File: src/design/lwt_ram.sv
// ----------------------------------------------------------------------------
// Generic single-port-write RAM
// One write port and one read port, read data registered.
// ----------------------------------------------------------------------------
`default_nettype none

module lwt_ram #(
  parameter int WIDTH = 8,
  parameter int DEPTH = 64,
  parameter int AW    = $clog2(DEPTH)
) (
  input  wire logic             clk,
  input  wire logic             wr_en,
  input  wire logic [AW-1:0]    wr_addr,
  input  wire logic [WIDTH-1:0] wr_data,
  input  wire logic             rd_en,
  input  wire logic [AW-1:0]    rd_addr,
  output logic      [WIDTH-1:0] rd_data
);

  logic [WIDTH-1:0] mem [DEPTH];

  // Write, then registered read
  always_ff @(posedge clk) begin
    if (wr_en) begin
      mem[wr_addr] <= wr_data;
    end
    if (rd_en) begin
      rd_data <= mem[rd_addr];
    end
  end

endmodule

`default_nettype wire

File: config.mk
export PLATFORM = sky130hd
export DESIGN_NAME = lwt_ram
export DESIGN_NICKNAME = d
export VERILOG_FILES = /design/src/design/lwt_ram.sv
export SDC_FILE = /design/constraint.sdc
export NUM_CORES = 1
export LEC_CHECK = 0
export BUFFER_PORTS_ARGS = -buffer_cell sky130_fd_sc_hd__buf_2
export CORE_AREA = 5 5 187 189
export CTS_CLUSTER_DIAMETER = 150
export CTS_CLUSTER_SIZE = 16
export DETAILED_ROUTE_END_ITERATION = 8
export DIE_AREA = 0 0 192 194
export GPL_TIMING_DRIVEN = 0
export PLACE_DENSITY = 0.81
export SLEW_MARGIN = 20
export SYNTH_ARGS = -nofsm -noshare
export SYNTH_HDL_FRONTEND = slang
export SYNTH_SLANG_ARGS = --single-unit
export TNS_END_PERCENT = 5
File: constraint.sdc
create_clock -name clk -period 2.42 [get_ports clk]
set_clock_uncertainty 0.1 [all_clocks]
set_input_delay 0.242 -clock clk [delete_from_list [all_inputs] [get_ports clk]]
set_output_delay 0.242 -clock clk [all_outputs]
set_load 0.05 [all_outputs]
# Word level (Yosys, flattened, before mapping)

Memories as Yosys holds them, arrays and structs flattened. A register that Yosys moved wholly into a read port is not among the register bits.
Index checks and enable logic that the tools add are counted.

Mux-type cells: 2

Operator list:

| cell              | number |
|---|---|
| 1-bit two-way mux | 2 |

Input port bits: 23
Output and inout bits: 8
Memories kept: 1
Flip-flop bits (word level): 0
Bits in writable memories: 512

Memory list:

| memory | depth | width | rd ports | clocked after memory_dff | wr ports | RTL line | source |
|---|---|---|---|---|---|---|---|
| mem    | 64    | 8     | 1        | 1                        | 1        | 21       | `logic [WIDTH-1:0] mem [DEPTH];` |

# Logic depth before layout (Yosys ltp)

Depth in word-level cells: 2
Depth in mapped cells: 9
Mapped depth without buffers: 5

# Worst setup path before layout

Ideal clock, no wire load.

Path type: input-to-reg
From: input rd_addr[1]
To: register rd_data[3] (read register of mem), data pin
Path buffers: 3
Path slack: 0.272 ns
Data arrival time: 1.782 ns
Stages on the path: 7
Setup time: 0.266 ns
Path through: buf_4 > buf_2 > buf_2 > mux4_2 > mux4_2 > o21ai_1 > o41ai_1

RTL lines:

| item               | RTL line | source |
|---|---|---|
| start: declaration | 17       | `input wire logic [AW-1:0] rd_addr,` |
| end: declaration   | 18       | `output logic [WIDTH-1:0] rd_data` |

==> results.cfg <==
[cts]
cts_buffers = 38
root_buffer = clkbuf_16
path_clk_slew_ps = 70
cts_buffer_depth = 3
cts_tree = built
h-tree-depth = 2
cts_sinks = 520
clk_latency_ps = 540

[sta]
setup_violations = 1
tightestPinTransition_ps = 958
setup_ws_ps = -11.4
maxSlewHeadroom_pct = 35.9
slew_viol_final = 0
timing.fmax_mhz = 411
whs_ps = 113
rsz0062_at_grt = yes
min_period_ps = 2430
setup_tns_ps = -11.4
period_share_pct = 100
hold_viol = 0

[pwr]
pwr-share-clk_pct = 34.4
powerDensity_nw_per_um2 = 763
switching_share_pct = 20.7
vdd_drop_max_mv = 0.405
pwr-share-comb_pct = 6.1
p_total_mw = 16.8
p_int_mw = 13.3
leakage_nw = 6.77
pwr-share-seq_pct = 59.4
p_sw_mw = 3.49

[setup_path]
crit_path_start_kind = input pin
r2r_setup_slack_ps = 0
arrival_ps = 2580
critical_path.max_fanout = 10
crit_path_end = rd_data[4]
crit_type = input pin to flip-flop
worstPathRequired_ps = 2560
r2r_cells = 5
cp-end-kind = flip-flop
cp-startpoint = rd_addr[2]
r2r-start = mem[25][6]
worstReg2RegEnd = rd_data[6]

[floorplanning]
die_y_um = 194
fp.dieW_um = 192
io_pins = 31
dieArea_um2 = 37200
rows = 67
coreArea_um2 = 33100
start_util_pct = 61.1

[drt]
totalWireLength_mm = 46.5
vias_per_cell = 6.93
drt_first_pass_iters = 5
drtIter0Drc = 1501
route.vias.total = 10100
drcViolationCount = 0
wire_per_inst_um = 32.0
ant_nets = 0

[yosys]
synthFlopType = edfxtp_1
avgSynthCellArea_um2 = 21.5
synth_async_sr_flop_share_pct = 0
synth_top_family_by_area = multiplexers
ys_warn_count = 0
syn_inst = 940
yosys.area_share.simple_pct = 3.37
yosysUniqueCellTypes = 39
synth.mux.area_fraction_pct = 15.9
synth.top_cells.by_area = edfxtp_1, mux4_2, nor2_1
yosysTopAreaCell = edfxtp_1
synth_compound_area_share_pct = 2.06
synth_fp_nets = 963
synthXorXnorAreaFrac_pct = 0
synth_fa_ha_area_share_pct = 0
synth_edf_count = 520
netlist_area_um2 = 20200
yosys_register_bits = 520
yosysSeqAreaShare_pct = 77.1
synth_top_area_share_pct = 77.1

[global_routing]
grt_max_degree = 65
grt-ovfl-total = 0
antenna_found_initial = 3
grt_pass1_wl_mm = 67.9
grtUsageTotal_pct = 25.2
grt_pass1_vias = 9992

[min_path]
hp-start = rd_addr[5]
hold_class = input pin to flip-flop

[placement]
dp_hpwl_mm = 29.1
dp_worst_setup_slack_ps = -820
placed_cells = 1410
gp_congestion = 1.01
post_dp_cell_area_um2 = 20900
io_buffers = 22

[run]
maxCapViolations = 0

[cells_and_area]
fillers = 1996
multi_input_area_um2 = 4350
seqCellArea_um2 = 15600
final_area_um2 = 22000
stdcell_count = 1454
final_nets = 1026
areaGrowthSynthToFinish_pct = 8.79
drive_above_1_share_pct = 24.3
fin_util_pct = 66.5

[status]
status = finished, violations left
violations = setup timing
layout make-up:
type	count	area share (%)
flip-flops and latches	520	70.9
clock buffers	41	4.66
well taps	448	2.54
multi-input cells	369	19.7
plain buffers	51	1.49
clock inverters	1	0.0398
repair buffers	23	0.636
diodes	1	0.0114
kinds of logic after synthesis:
| family | count (synthesis) |
|---|---|
| flops | 520 |
| compound gates | 54 |
| mux | 162 |
| simple gates | 153 |
| buf+inv | 51 |
synth_stat cells, types with 3 or more instances:
cell / number
a221oi_1: 6
o22ai_1: 8
clkbuf_1: 17
buf_2: 11
nand3b_1: 3
o2111ai_1: 3
mux4_2: 126
nand2_1: 19
o2bb2ai_1: 3
mux2i_1: 23
edfxtp_1: 520
nand2b_1: 7
nor2b_1: 14
buf_4: 13
nand3_1: 13
a21oi_1: 3
nor2_1: 83
buf_6: 4
a22oi_1: 3
buf_1: 4
nor3_1: 7
a211oi_1: 4
o221ai_1: 8
mux2_2: 13
worst min path at each step:
stage / endpoint / cells after the start
6_report: rd_data[5] / 2
5_1_grt: rd_data[3] / 2
4_1_cts: rd_data[5] / 2
3_5_place_dp: rd_data[0] / 1
3_3_place_gp: rd_data[2] / 1
2_1_floorplan: mem[0][0] / 0
power groups by stage:
| stage | clock network (mW) | registers [mW] | logic, mW |
|---|---|---|---|
| 2_1_floorplan | 0 | 10.2 | 0.532 |
| 3_3_place_gp | 0 | 10.2 | 0.963 |
| 3_5_place_dp | 0 | 10.2 | 0.997 |
| 4_1_cts | 5.82 | 10.0 | 1.01 |
| 5_1_grt | 6.19 | 10.0 | 1.07 |
| 6_report | 5.79 | 10.0 | 1.03 |
state kept, by name, indices dropped and copies added (netlist names):
register	count
mem	512
rd_data	8
layout by cell type (no fill, tap or decap), drive strengths merged, types with 4 or more instances in the layout:
cell,synthesis,routed
mux2i,23,23
a221oi,6,6
a211oi,4,4
buf,34,53
nor2,83,83
nand2b,7,7
o221ai,8,8
clkbuf,17,61
nor3,7,7
mux2,13,13
nor2b,14,14
nand2,19,19
mux4,126,126
edfxtp,520,520
o21ai,4,4
o22ai,8,8
nand3,13,13
what timing repair did:
item | 4_1_cts | 5_1_grt
pin swaps | 0 | 0
setup endpoints to repair | 5 | 8
gates cloned | 0 | 0
hold endpoints to repair | 8 | 0
setup buffers | 0 | 0
resized for setup | 7 | 7
hold buffers | 1 | 0
per-layer routing:
layer	part of all wire, %	global-route usage (%)	up-vias	wire (µm)
li1	-	-	4033	-
met1	37	36.9	5162	17300
met2	48	39.1	755	22300
met3	11	5.37	123	5090
met4	3.9	8.08	2	1800
met5	0.024	0	-	11
worst max-delay path, cell delays in order:
cell      delay (ps)
buf_2            190
buf_4            260
clkbuf_1         700
mux4_2           430
mux2i_1          370
nand2_1          130
nand3_1          110
o32ai_1          130
Note: power is estimated with default switching activity, not from simulation.
