===== config.mk =====
export PLATFORM = sky130hd
export DESIGN_NAME = lwt_match
export DESIGN_NICKNAME = d
export VERILOG_FILES = /design/src/design/lwt_pkg.sv /design/src/design/lwt_match.sv
export SDC_FILE = /design/constraint.sdc
export NUM_CORES = 1
export LEC_CHECK = 0
export BUFFER_PORTS_ARGS = -buffer_cell sky130_fd_sc_hd__buf_2
export CAP_MARGIN = 5
export CORE_AREA = 2 2 92 94
export DETAILED_ROUTE_END_ITERATION = 8
export DIE_AREA = 0 0 94 96
export PLACE_DENSITY_LB_ADDON = 0.2
export SYNTH_ARGS = -nofsm -noshare
export SYNTH_HDL_FRONTEND = slang
export SYNTH_SLANG_ARGS = --single-unit

===== constraint.sdc =====
create_clock -name vclk -period 1
set_input_delay 0.05 -clock vclk [all_inputs]
set_output_delay 0.05 -clock vclk [all_outputs]
set_load 0.02 [all_outputs]

===== src/design/lwt_pkg.sv =====
// ----------------------------------------------------------------------------
// Lock-wait tracking table package
// Request codes, status codes and the request record shared by the table
// control and the entry match logic.
// ----------------------------------------------------------------------------
`default_nettype none

package lwt_pkg;

  // Request codes
  typedef enum logic [1:0] {
    OP_WAIT      = 2'd0,
    OP_ACQUIRED  = 2'd1,
    OP_RELEASED  = 2'd2,
    OP_CANCELLED = 2'd3
  } op_t;

  // Response status codes
  localparam logic [1:0] ST_DONE    = 2'd0;
  localparam logic [1:0] ST_FULL    = 2'd1;
  localparam logic [1:0] ST_NOMATCH = 2'd2;

  // Entry phase codes
  localparam logic [1:0] PHASE_WAITING  = 2'd1;
  localparam logic [1:0] PHASE_ACQUIRED = 2'd2;

  // Entry kind that marks a free entry
  localparam logic [1:0] KIND_FREE = 2'd0;

  // Field widths
  localparam int ADDR_W   = 32;
  localparam int KIND_W   = 2;
  localparam int TASKIN_W = 16;
  localparam int LINE_W   = 16;
  localparam int PHASE_W  = 2;
  localparam int SLOT_W   = 6;

  // One request as captured from the input channel
  typedef struct packed {
    op_t                 op;
    logic [ADDR_W-1:0]   addr;
    logic [KIND_W-1:0]   kind;
    logic                wr;
    logic [TASKIN_W-1:0] task_id;
    logic [LINE_W-1:0]   line;
  } req_t;

endpackage

`default_nettype wire


===== src/design/lwt_match.sv =====
// ----------------------------------------------------------------------------
// Lock-wait entry match
// Compares one stored entry with the current request and forms the
// write-back word for a hit.
// ----------------------------------------------------------------------------
`default_nettype none

module lwt_match #(
  parameter int TASK_BITS = 16,
  parameter int ENTRY_W   = 53 + 2 * TASK_BITS
) (
  input  wire lwt_pkg::req_t        req,
  input  wire logic [ENTRY_W-1:0]   entry_word,
  output logic                      hit,
  output logic      [ENTRY_W-1:0]   new_word
);

  import lwt_pkg::*;

  typedef struct packed {
    logic [KIND_W-1:0]    kind;
    logic [ADDR_W-1:0]    addr;
    logic                 wr;
    logic [TASK_BITS-1:0] waiter;
    logic [TASK_BITS-1:0] holder;
    logic [LINE_W-1:0]    line;
    logic [PHASE_W-1:0]   phase;
  } entry_t;

  entry_t                      cur;
  entry_t                      upd;
  logic [TASK_BITS+TASKIN_W-1:0] task_wide;
  logic [TASK_BITS-1:0]        task_v;
  logic                        valid;
  logic                        key_eq;

  // Fit the task id to the stored task width
  assign task_wide = {{TASK_BITS{1'b0}}, req.task_id};
  assign task_v    = task_wide[TASK_BITS-1:0];

  assign cur    = entry_t'(entry_word);
  assign valid  = (cur.kind != KIND_FREE);
  assign key_eq = valid && (cur.addr == req.addr) && (cur.wr == req.wr);

  // Decide hit and build the updated entry
  always_comb begin
    upd = cur;
    hit = 1'b0;
    unique case (req.op)
      OP_WAIT: begin
        hit        = !valid;
        upd.kind   = req.kind;
        upd.addr   = req.addr;
        upd.wr     = req.wr;
        upd.waiter = task_v;
        upd.holder = '0;
        upd.line   = req.line;
        upd.phase  = PHASE_WAITING;
      end
      OP_ACQUIRED: begin
        hit        = key_eq && (cur.waiter == task_v);
        upd.phase  = PHASE_ACQUIRED;
        upd.holder = task_v;
        upd.waiter = '0;
      end
      OP_RELEASED: begin
        hit      = key_eq && (cur.holder == task_v);
        upd.kind = KIND_FREE;
      end
      OP_CANCELLED: begin
        hit      = key_eq && (cur.waiter == task_v);
        upd.kind = KIND_FREE;
      end
      default: begin
        hit = 1'b0;
      end
    endcase
  end

  assign new_word = ENTRY_W'(upd);

endmodule

`default_nettype wire

Word-level counts from Yosys, hierarchy flattened. Index checks and enable logic that the tools add are counted.

Register bits after elaboration: 0. Bits in read-only memories: 0. Bits in writable memories: 0. Bits in latches: 0. Memories: 0. Output and inout port bits: 86. Logic and storage cells: 22.

Mux-type cells: 6. Eq/ne operators: 7. Divide/modulo/power cells: 0. $lt $le $gt $ge: 0. Shifts and indexed selects: 0. $add $sub $neg: 0. Bitwise operators: 0. $mul: 0. Reduce and logical (&&, ||, !) cells: 9.

Operators with widths (number): $pmux 32 s2 (1); $mux 33 (1); $eq 16x16->1 (2); $eq 32x32->1 (1); $mux 16 (1); $pmux 2 s2 (2); $eq 2x2->1 const B (2); $logic_and 1x1->1 (4); $reduce_or 2->1 (2); $pmux 1 s3 (1); $eq 2x1->1 const B (1); $logic_not 2->1 (1); $reduce_bool 2->1 (1); $eq 1x1->1 (1); $logic_not 1->1 (1).

Logic depth before layout (Yosys ltp). Gate-level depths: netlist of the first run.

Depth after elaboration: 5. Gate-level depth with buffers: 7. Gate-level depth less buffers: 5.

Worst setup path after synthesis of the first run. OpenSTA, ideal clock, no wires.

Path type: in2out. From: in req[67] (netlist bit). To: out hit. Slack: -0.301 ns. Data required time: 0.950 ns. Arrival time: 1.251 ns. Path buffers: 2. Cell stages on the path: 7. Path through: buf_6 -> buf_12 -> mux2i_1 -> xnor2_1 -> nor4_2 -> nand4_1 -> o21ai_1.

Longest elaborated chain between the ends: 3. Elaborated cells on any way between the ends: 6. Classes of those cells: eq/ne (3); mux (1); reduce/logical (2).

RTL lines: from (decl) (line lwt_match.sv:12) `input wire lwt_pkg::req_t req,`; $eq 2x2->1 or $eq 2x1->1 (tied branches) (line lwt_match.sv:49) `unique case (req.op)`; $reduce_or 2->1 (no source line); $pmux 1 s3 * (line lwt_match.sv:49); to (decl) (line lwt_match.sv:14) `output logic hit,`.

Every way passes the cells marked *; elsewhere a longest branch is shown, timed or not.

Final worst setup path of the first run.
From: in entry_word[70]. To: out hit.

Longest elaborated chain between the ends: 5. Elaborated cells on any way between the ends: 6. Classes of those cells: eq/ne (1); mux (1); reduce/logical (4).

RTL lines: from (decl) (line lwt_match.sv:13) `input wire logic [ENTRY_W-1:0] entry_word,`; $eq 32x32->1 * (line lwt_match.sv:43) `assign key_eq = valid && (cur.addr == req.addr) && (cur.wr == req.wr);`; $logic_and 1x1->1 * (2 in series) (line lwt_match.sv:43); $logic_and 1x1->1 (on tied branches) (line lwt_match.sv:61, lwt_match.sv:71, lwt_match.sv:67); $pmux 1 s3 * (line lwt_match.sv:49).

Marks and branches as above.

==> results of run 1 <==
-- cell type report --
type	instances	area [um2]
Tap cell	105	131
Multi-Input combinational cell	174	1920
Fill cell	731	3460
Timing Repair Buffer	310	2530
Antenna cell	1	2.50
-- path summary, 6_finish.rpt --
path | to | cells past startpoint | slack (ns) | from
worst max-delay path | hit | 8 | -0.50 | entry_word[70]
worst min-delay path | new_word[0] | 3 | 0.40 | entry_word[0]
-- cell usage after synthesis --
library cell / instances
mux2i_1: 18
nand3_1: 1
o21ai_1: 1
nand4_1: 9
nor3_1: 1
a21o_1: 2
xor2_1: 1
clkbuf_1: 7
nor2_1: 4
buf_12: 1
buf_1: 2
nor2b_1: 1
a22o_1: 32
buf_6: 1
buf_2: 4
nor4_2: 1
nand2_1: 1
mux2_2: 49
xnor2_1: 48
nor4_1: 5
-- power by group through the flow --
stage | Sequential, mW | Clock (mW) | Combinational (mW)
3_3_place_gp | 0 | 0 | 1.88
2_1_floorplan | 0 | 0 | 1.05
4_1_cts | 0 | 0 | 2.58
3_5_place_dp | 0 | 0 | 1.90
5_1_grt | 0 | 0.000000134 | 2.77
6_report | 0 | 0.000000134 | 2.62
-- metal layers --
metal	GRT usage, %	vias up	wire [um]
li1	-	1320	-
met1	21.6	1288	3500
met3	2.58	8	638
met5	0	-	0
met2	39.0	134	5220
met4	2.29	0	129
-- through the flow --
| stage | power [mW] | setup WS [ns] | cell area, um2 | utilization, % | TNS, ns |
|---|---|---|---|---|---|
| detailed placement | 1.90 | -0.705 | 3420 | 42.5 | -24.78 |
| global placement | 1.88 | -0.639 | 3420 | 42.5 | -24.16 |
| CTS | 2.58 | -0.505 | 4530 | 56.3 | -22.68 |
| floorplan | 1.05 | -0.164 | 1800 | - | -0.391 |
| global route | 2.77 | -0.602 | 4590 | 57.0 | -21.17 |
| finish | 2.62 | -0.498 | 4590 | 57.0 | -17.75 |
-- worst max-delay path: stages --
cell	delay [ns]
buf_2	0.12
xnor2_2	0.18
nand4_1	0.14
nor4_2	0.30
buf_4	0.15
nand4_1	0.12
o21ai_2	0.24
buf_6	0.15
-- cells in the final DEF, fill, tap and decap left out, drive strengths merged, types with 2 or more instances in the layout --
cell type,n
buf,309
mux2,49
xnor2,48
a22o,32
mux2i,18
nand4,9
nor4,6
nor2,4
a21o,2
-- logic make-up (layout without fill, tap and decap cells) --
kind of cell    Yosys count  after routing  synth area share, %
buf+inv                  15            310                 5.06
other cells               0              1                    0
mux                      67             67                 43.5
compound gates           35             35                 17.9
simple gates             23             23                 8.03
xor+xnor                 49             49                 25.5
-- repair_timing --
item | 4_1_cts | 5_1_grt
cloned | 5 | 0
hold endpoints to repair | 0 | 0
pin swaps | 10 | 8
setup endpoints to repair | 86 | 86
resized for setup | 237 | 42
setup buffers | 19 | 6
==> results.ini, run 1 <==
[status]
outcome = finished, violations left
failed_checks = negative setup slack

[detailed_routing]
totalWireLength_mm = 9.49
dr.first_iter.drc_count = 39
post_drt_wl_per_cell_um = 16.1
post-route-drc-count = 0
drt_via_density = 4.66
drt_first_pass_iters = 4
postRouteAntennaNets = 0
via_count = 2750

[logic_synthesis]
post_synthesis_mean_instance_area_um2 = 8.90
synth_top_area_share_pct = 32.8
synth_area_um2 = 1680
synth_warnings = 0
post_synth_num_cell_types = 20
netlist_top_cells_area = mux2_2 (33%), xnor2_1 (25%), a22o_1 (17%)
mapped_nets = 343
synth-seq-area-share_pct = 0
syn_inst = 189
synth_top_cell_by_area = mux2_2

[critical_path]
crit_fanout = 2
crit_path_kind = in -> out
critical_path.startpoint_type = primary input
cp_data_arrival_time_ns = 1.45
critPathRequiredTime_ns = 0.95
critical_path.endpoint_type = output port

[sta]
rsz_0062_raised_after_global_routing = yes
fin_crit_sh_pct = 150
final_period_minus_worst_setup_slack_ns = 1.50
final.hold.worst_slack_ns = 0.396
finalSetupViolations = 68
maxSlewViolCount = 0
timing_hold_violations_final = 0
achievable-frequency_ghz = 0.667
timing_worst_slew_pin_value_ns = 0.296
final.setup.worst_slack_ns = -0.498
slew-limit-headroom_pct = 80.1

[power]
power.share.clock_pct = 0
power.combinational.fraction_pct = 100.0
ir_worst_vdd_mv = 0.363
switching_power_mw = 1.11
intPower_mw = 1.50
portion_of_total_power_attributed_to_sequential_cells_pct = 0
pwr_density_cell_nw_per_um2 = 571
switching_share_pct = 42.5
leakage_nw = 2.33

[worst_hold_path]
hp-class = in -> out

[placement]
dp.cells = 566
port_buffers = 240
dp_hpwl_mm = 7.06
finalWeightedCongestion = 0.743

[grt]
grt_start_max_net_pins = 37
overflow = 0
number_of_global_route_vias_before_repair = 2855
wire_length_of_the_first_global_routing_pass_mm = 14.0
groute.usage.overall_pct = 19.2
grt_antenna_before_repair = 1

[cells_and_area]
area.growth.synth_to_final_pct = 173
clockBufferCount = 0
nFlopsAndLatches = 0
area.sequential_um2 = 0
drive_gt1_share_pct = 78.3
final_nets = 640
post_layout_nonfiller_instances = 590

[cts]
cts_hold_repair.buffers = 0

[floorplanning]
die_height_um = 96
die_area_um2 = 9020
die-width_um = 94
core_area_um2 = 8050
ios = 240
starting_utilization_of_the_core_area_pct = 20.9
floorplan.rows = 33

[run]
max-cap-violations = 0

Power figures use the tool's default switching activity.
==> run 2: changes to the inputs <==
Settings changed: ABC_AREA set to 1, CELL_PAD_IN_SITES_DETAIL_PLACEMENT set to 0, CELL_PAD_IN_SITES_GLOBAL_PLACEMENT set to 1, CORE_AREA 2 2 92 94 to not set, CORE_ASPECT_RATIO set to 1.1, CORE_UTILIZATION set to 17, DIE_AREA 0 0 94 96 to not set.
==> run 2 against run 1 <==
  * The flow still finishes with violations (negative setup slack)
  * Highest routed layer unchanged
  * Cell count increased by 64%
  * Combinational power is 10% higher
  * Fmax is 26% higher
  * Power grew 10%
  * Synthesized area increased by 27%
  * Critical endpoint unchanged
==> results.ini, run 2 <==
[critical_path]
cpLargestDelayFamily = simple AND/OR/NAND/NOR gates
timing.critical_path.slowest_cell_delay_ns = 0.14  ; -0.16 ns
crit_fanout = 9  ; +7
cp_data_arrival_time_ns = 1.14  ; -0.31 ns
timing.critical_path.cells = buf_12 > buf_16 > nand2_1 > nand2_1 > nand2_1 > nand2_1 > nor2_1 > nand3_1 > nor2_2 > nand3_1 > nand2_1 > buf_6
critical_path.startpoint_type = primary input
critical_path.endpoint_type = output port
critical_path_endpoint = hit
stages_on_worst_setup_path = 12  ; +4
critPathRequiredTime_ns = 0.95  ; about the same
timing.critical_path.mode_cell = nand2_1
crit_path_kind = in -> out
critPathLaunch = req[67]
critical_path_buf_inv_count = 3  ; unchanged
cell_at_the_slowest_stage_of_the_critical_path = buf_16

[logic_synthesis]
post_synthesis_mean_instance_area_um2 = 4.08  ; -54%
synth_top_area_share_pct = 49.8  ; +17 points
mapped_nets = 676  ; +97%
post_synth_num_cell_types = 13  ; -35%
synth-seq-area-share_pct = 0  ; unchanged
yosys.cell_count.top_type = nand2_1
synth_top_cell_by_area = nand2_1
netlist_top_cells_area = nand2_1 (50%), inv_1 (16%), o21ai_0 (15%)
syn_inst = 522  ; +180%
synth.top_cells.by_count = nand2_1 (283), inv_1 (93), o21ai_0 (62)
synth_warnings = 0  ; unchanged
synth_area_um2 = 2130  ; +27%

[cells_and_area]
final_cell_mix = nand2_1 (234), buf_2 (156), inv_1 (91), buf_6 (80)
post_layout_nonfiller_instances = 965  ; +64%
area.sequential_um2 = 0  ; unchanged
nFlopsAndLatches = 0  ; unchanged
final_nets = 967  ; +51%
post-route-cell-area_um2 = 5510  ; +20%
drive_gt1_share_pct = 52.9  ; -25 points
area.growth.synth_to_final_pct = 159
clockBufferCount = 0  ; unchanged
final_common_cell = nand2_1
antennaDiodeCount = 0  ; -1
n_fill_cell = 1300  ; +78%

[power]
ir_worst_vdd_mv = 0.198  ; -46%
power.share.clock_pct = 0  ; unchanged
power.combinational.fraction_pct = 100.0  ; about the same
pwr_density_cell_nw_per_um2 = 524  ; -8.2%
switching_power_mw = 1.45  ; +31%
report.power.total_mw = 2.89  ; +10%
switching_share_pct = 50.4  ; +7.9 points
intPower_mw = 1.43  ; -4.9%
portion_of_total_power_attributed_to_sequential_cells_pct = 0  ; unchanged
leakage_nw = 3.20  ; +37%

[sta]
final_period_minus_worst_setup_slack_ns = 1.19  ; -0.305 ns
final.hold.worst_slack_ns = 0.386  ; -0.0105 ns
timing_worst_slew_pin_value_ns = 0.174  ; -0.122 ns
timing_hold_violations_final = 0  ; unchanged
achievable-frequency_ghz = 0.838  ; +26%
maxSlewViolCount = 0  ; unchanged
finalSetupViolations = 70  ; +2.9%
rsz_0062_raised_after_global_routing = yes
slew-limit-headroom_pct = 88.3  ; +8.2 points
fin_crit_sh_pct = 119  ; -30 points
total_negative_setup_slacks_ns = -8.20  ; +9.55 ns
final.setup.worst_slack_ns = -0.193  ; +0.305 ns

[detailed_routing]
drt_via_density = 4.28  ; -8.2%
postRouteAntennaNets = 0  ; unchanged
drt_first_pass_iters = 4  ; unchanged
dr.first_iter.drc_count = 112  ; +190%
via_count = 4127  ; +50%
totalWireLength_mm = 12.0  ; +26%
post_drt_wl_per_cell_um = 12.4  ; -23%
post-route-drc-count = 0  ; unchanged

[floorplanning]
starting_utilization_of_the_core_area_pct = 17.6  ; -3.3 points
die_height_um = 119  ; +24%
ios = 240  ; unchanged
floorplan.rows = 42  ; +27%
core_area_um2 = 12100  ; +51%
die_area_um2 = 13000  ; +44%
die-width_um = 109  ; +16%

[grt]
grt_antenna_before_repair = 0  ; -1
number_of_global_route_vias_before_repair = 3818  ; +34%
wire_length_of_the_first_global_routing_pass_mm = 17.8  ; +27%
overflow = 0  ; unchanged
grt_start_max_net_pins = 16  ; -57%
groute.usage.overall_pct = 16.7  ; -2.5 points

[placement]
dp_hpwl_mm = 8.84  ; +25%
dpl-instance-area_um2 = 3850  ; +13%
dp.cells = 936  ; +65%
port_buffers = 240  ; unchanged
finalWeightedCongestion = 0.797  ; +7.3%

[cts]
cts_hold_repair.buffers = 0  ; unchanged

[status]
outcome = finished, violations left
failed_checks = negative setup slack

[worst_hold_path]
hp-class = in -> out

[run]
max-cap-violations = 0  ; unchanged

## run 2: cell count changes in the layout (fill, tap and decap cells not counted), moves of 24 or more
cell,previous run,this run
o21ai_2,1,26
mux2_4,49,0
xnor2_1,47,0
nand2_2,0,43
buf_6,104,80
inv_1,0,91
nand2_1,1,234
## run 2: layout make-up
cell class / instances / area (um2) / share of cell area (%)
multi-input cells: 409 / 2310 / 41.9
well taps: 154 / 193 / 3.50
repair buffers: 308 / 2650 / 48.0
inverters: 94 / 363 / 6.58
## run 2: worst min path at each step
stage              startpoint           end  cells after the start
2_1_floorplan  entry_word[24]  new_word[24]                      2
3_3_place_gp    entry_word[5]   new_word[5]                      4
3_5_place_dp   entry_word[17]  new_word[17]                      4
4_1_cts         entry_word[9]   new_word[9]                      4
5_1_grt        entry_word[12]  new_word[12]                      4
6_report               req[9]  new_word[11]                      4
## run 2: tightest hold or removal path: stages
cell	delay [ns]
buf_2	0.08
nand2_2	0.05
nand2_2	0.05
buf_6	0.10
## run 2: kinds of logic after synthesis
kind of cell | synth area share, %
buffers and inverters | 21.2
XOR/XNOR | 0.411
AO/OA/AOI/OAI | 18.8
AND/OR/NAND/NOR | 59.6
## run 2: metal layers
metal,vias to the layer above,share of wire (%),global-route usage [%]
met5,-,0,0
li1,2159,-,-
met1,1812,39,20.0
met4,0,1.0,1.52
met3,9,6.0,1.70
met2,147,54,32.5
## run 2: power groups by stage
| stage | logic, mW | clock network (mW) | registers [mW] |
|---|---|---|---|
| 5_1_grt | 3.12 | 0 | 0 |
| 2_1_floorplan | 1.02 | 0 | 0 |
| 3_5_place_dp | 1.92 | 0 | 0 |
| 3_3_place_gp | 1.90 | 0 | 0 |
| 6_report | 2.89 | 0 | 0 |
| 4_1_cts | 2.40 | 0 | 0 |
## run 2: metrics by stage
stage,util [%],setup slack [ns]
floorplan,-,-0.0787
global placement,31.7,-0.286
detailed placement,31.7,-0.292
CTS,38.1,-0.198
global route,45.4,-0.305
finish,45.4,-0.193
## run 2: what timing repair did
| item | 4_1_cts | 5_1_grt |
|---|---|---|
| setup endpoints to repair | 76 | 77 |
| gates cloned | 12 | 1 |
| resized for setup | 189 | 210 |
| setup buffers | 5 | 13 |
| pin swaps | 12 | 18 |
| hold endpoints to repair | 0 | 0 |
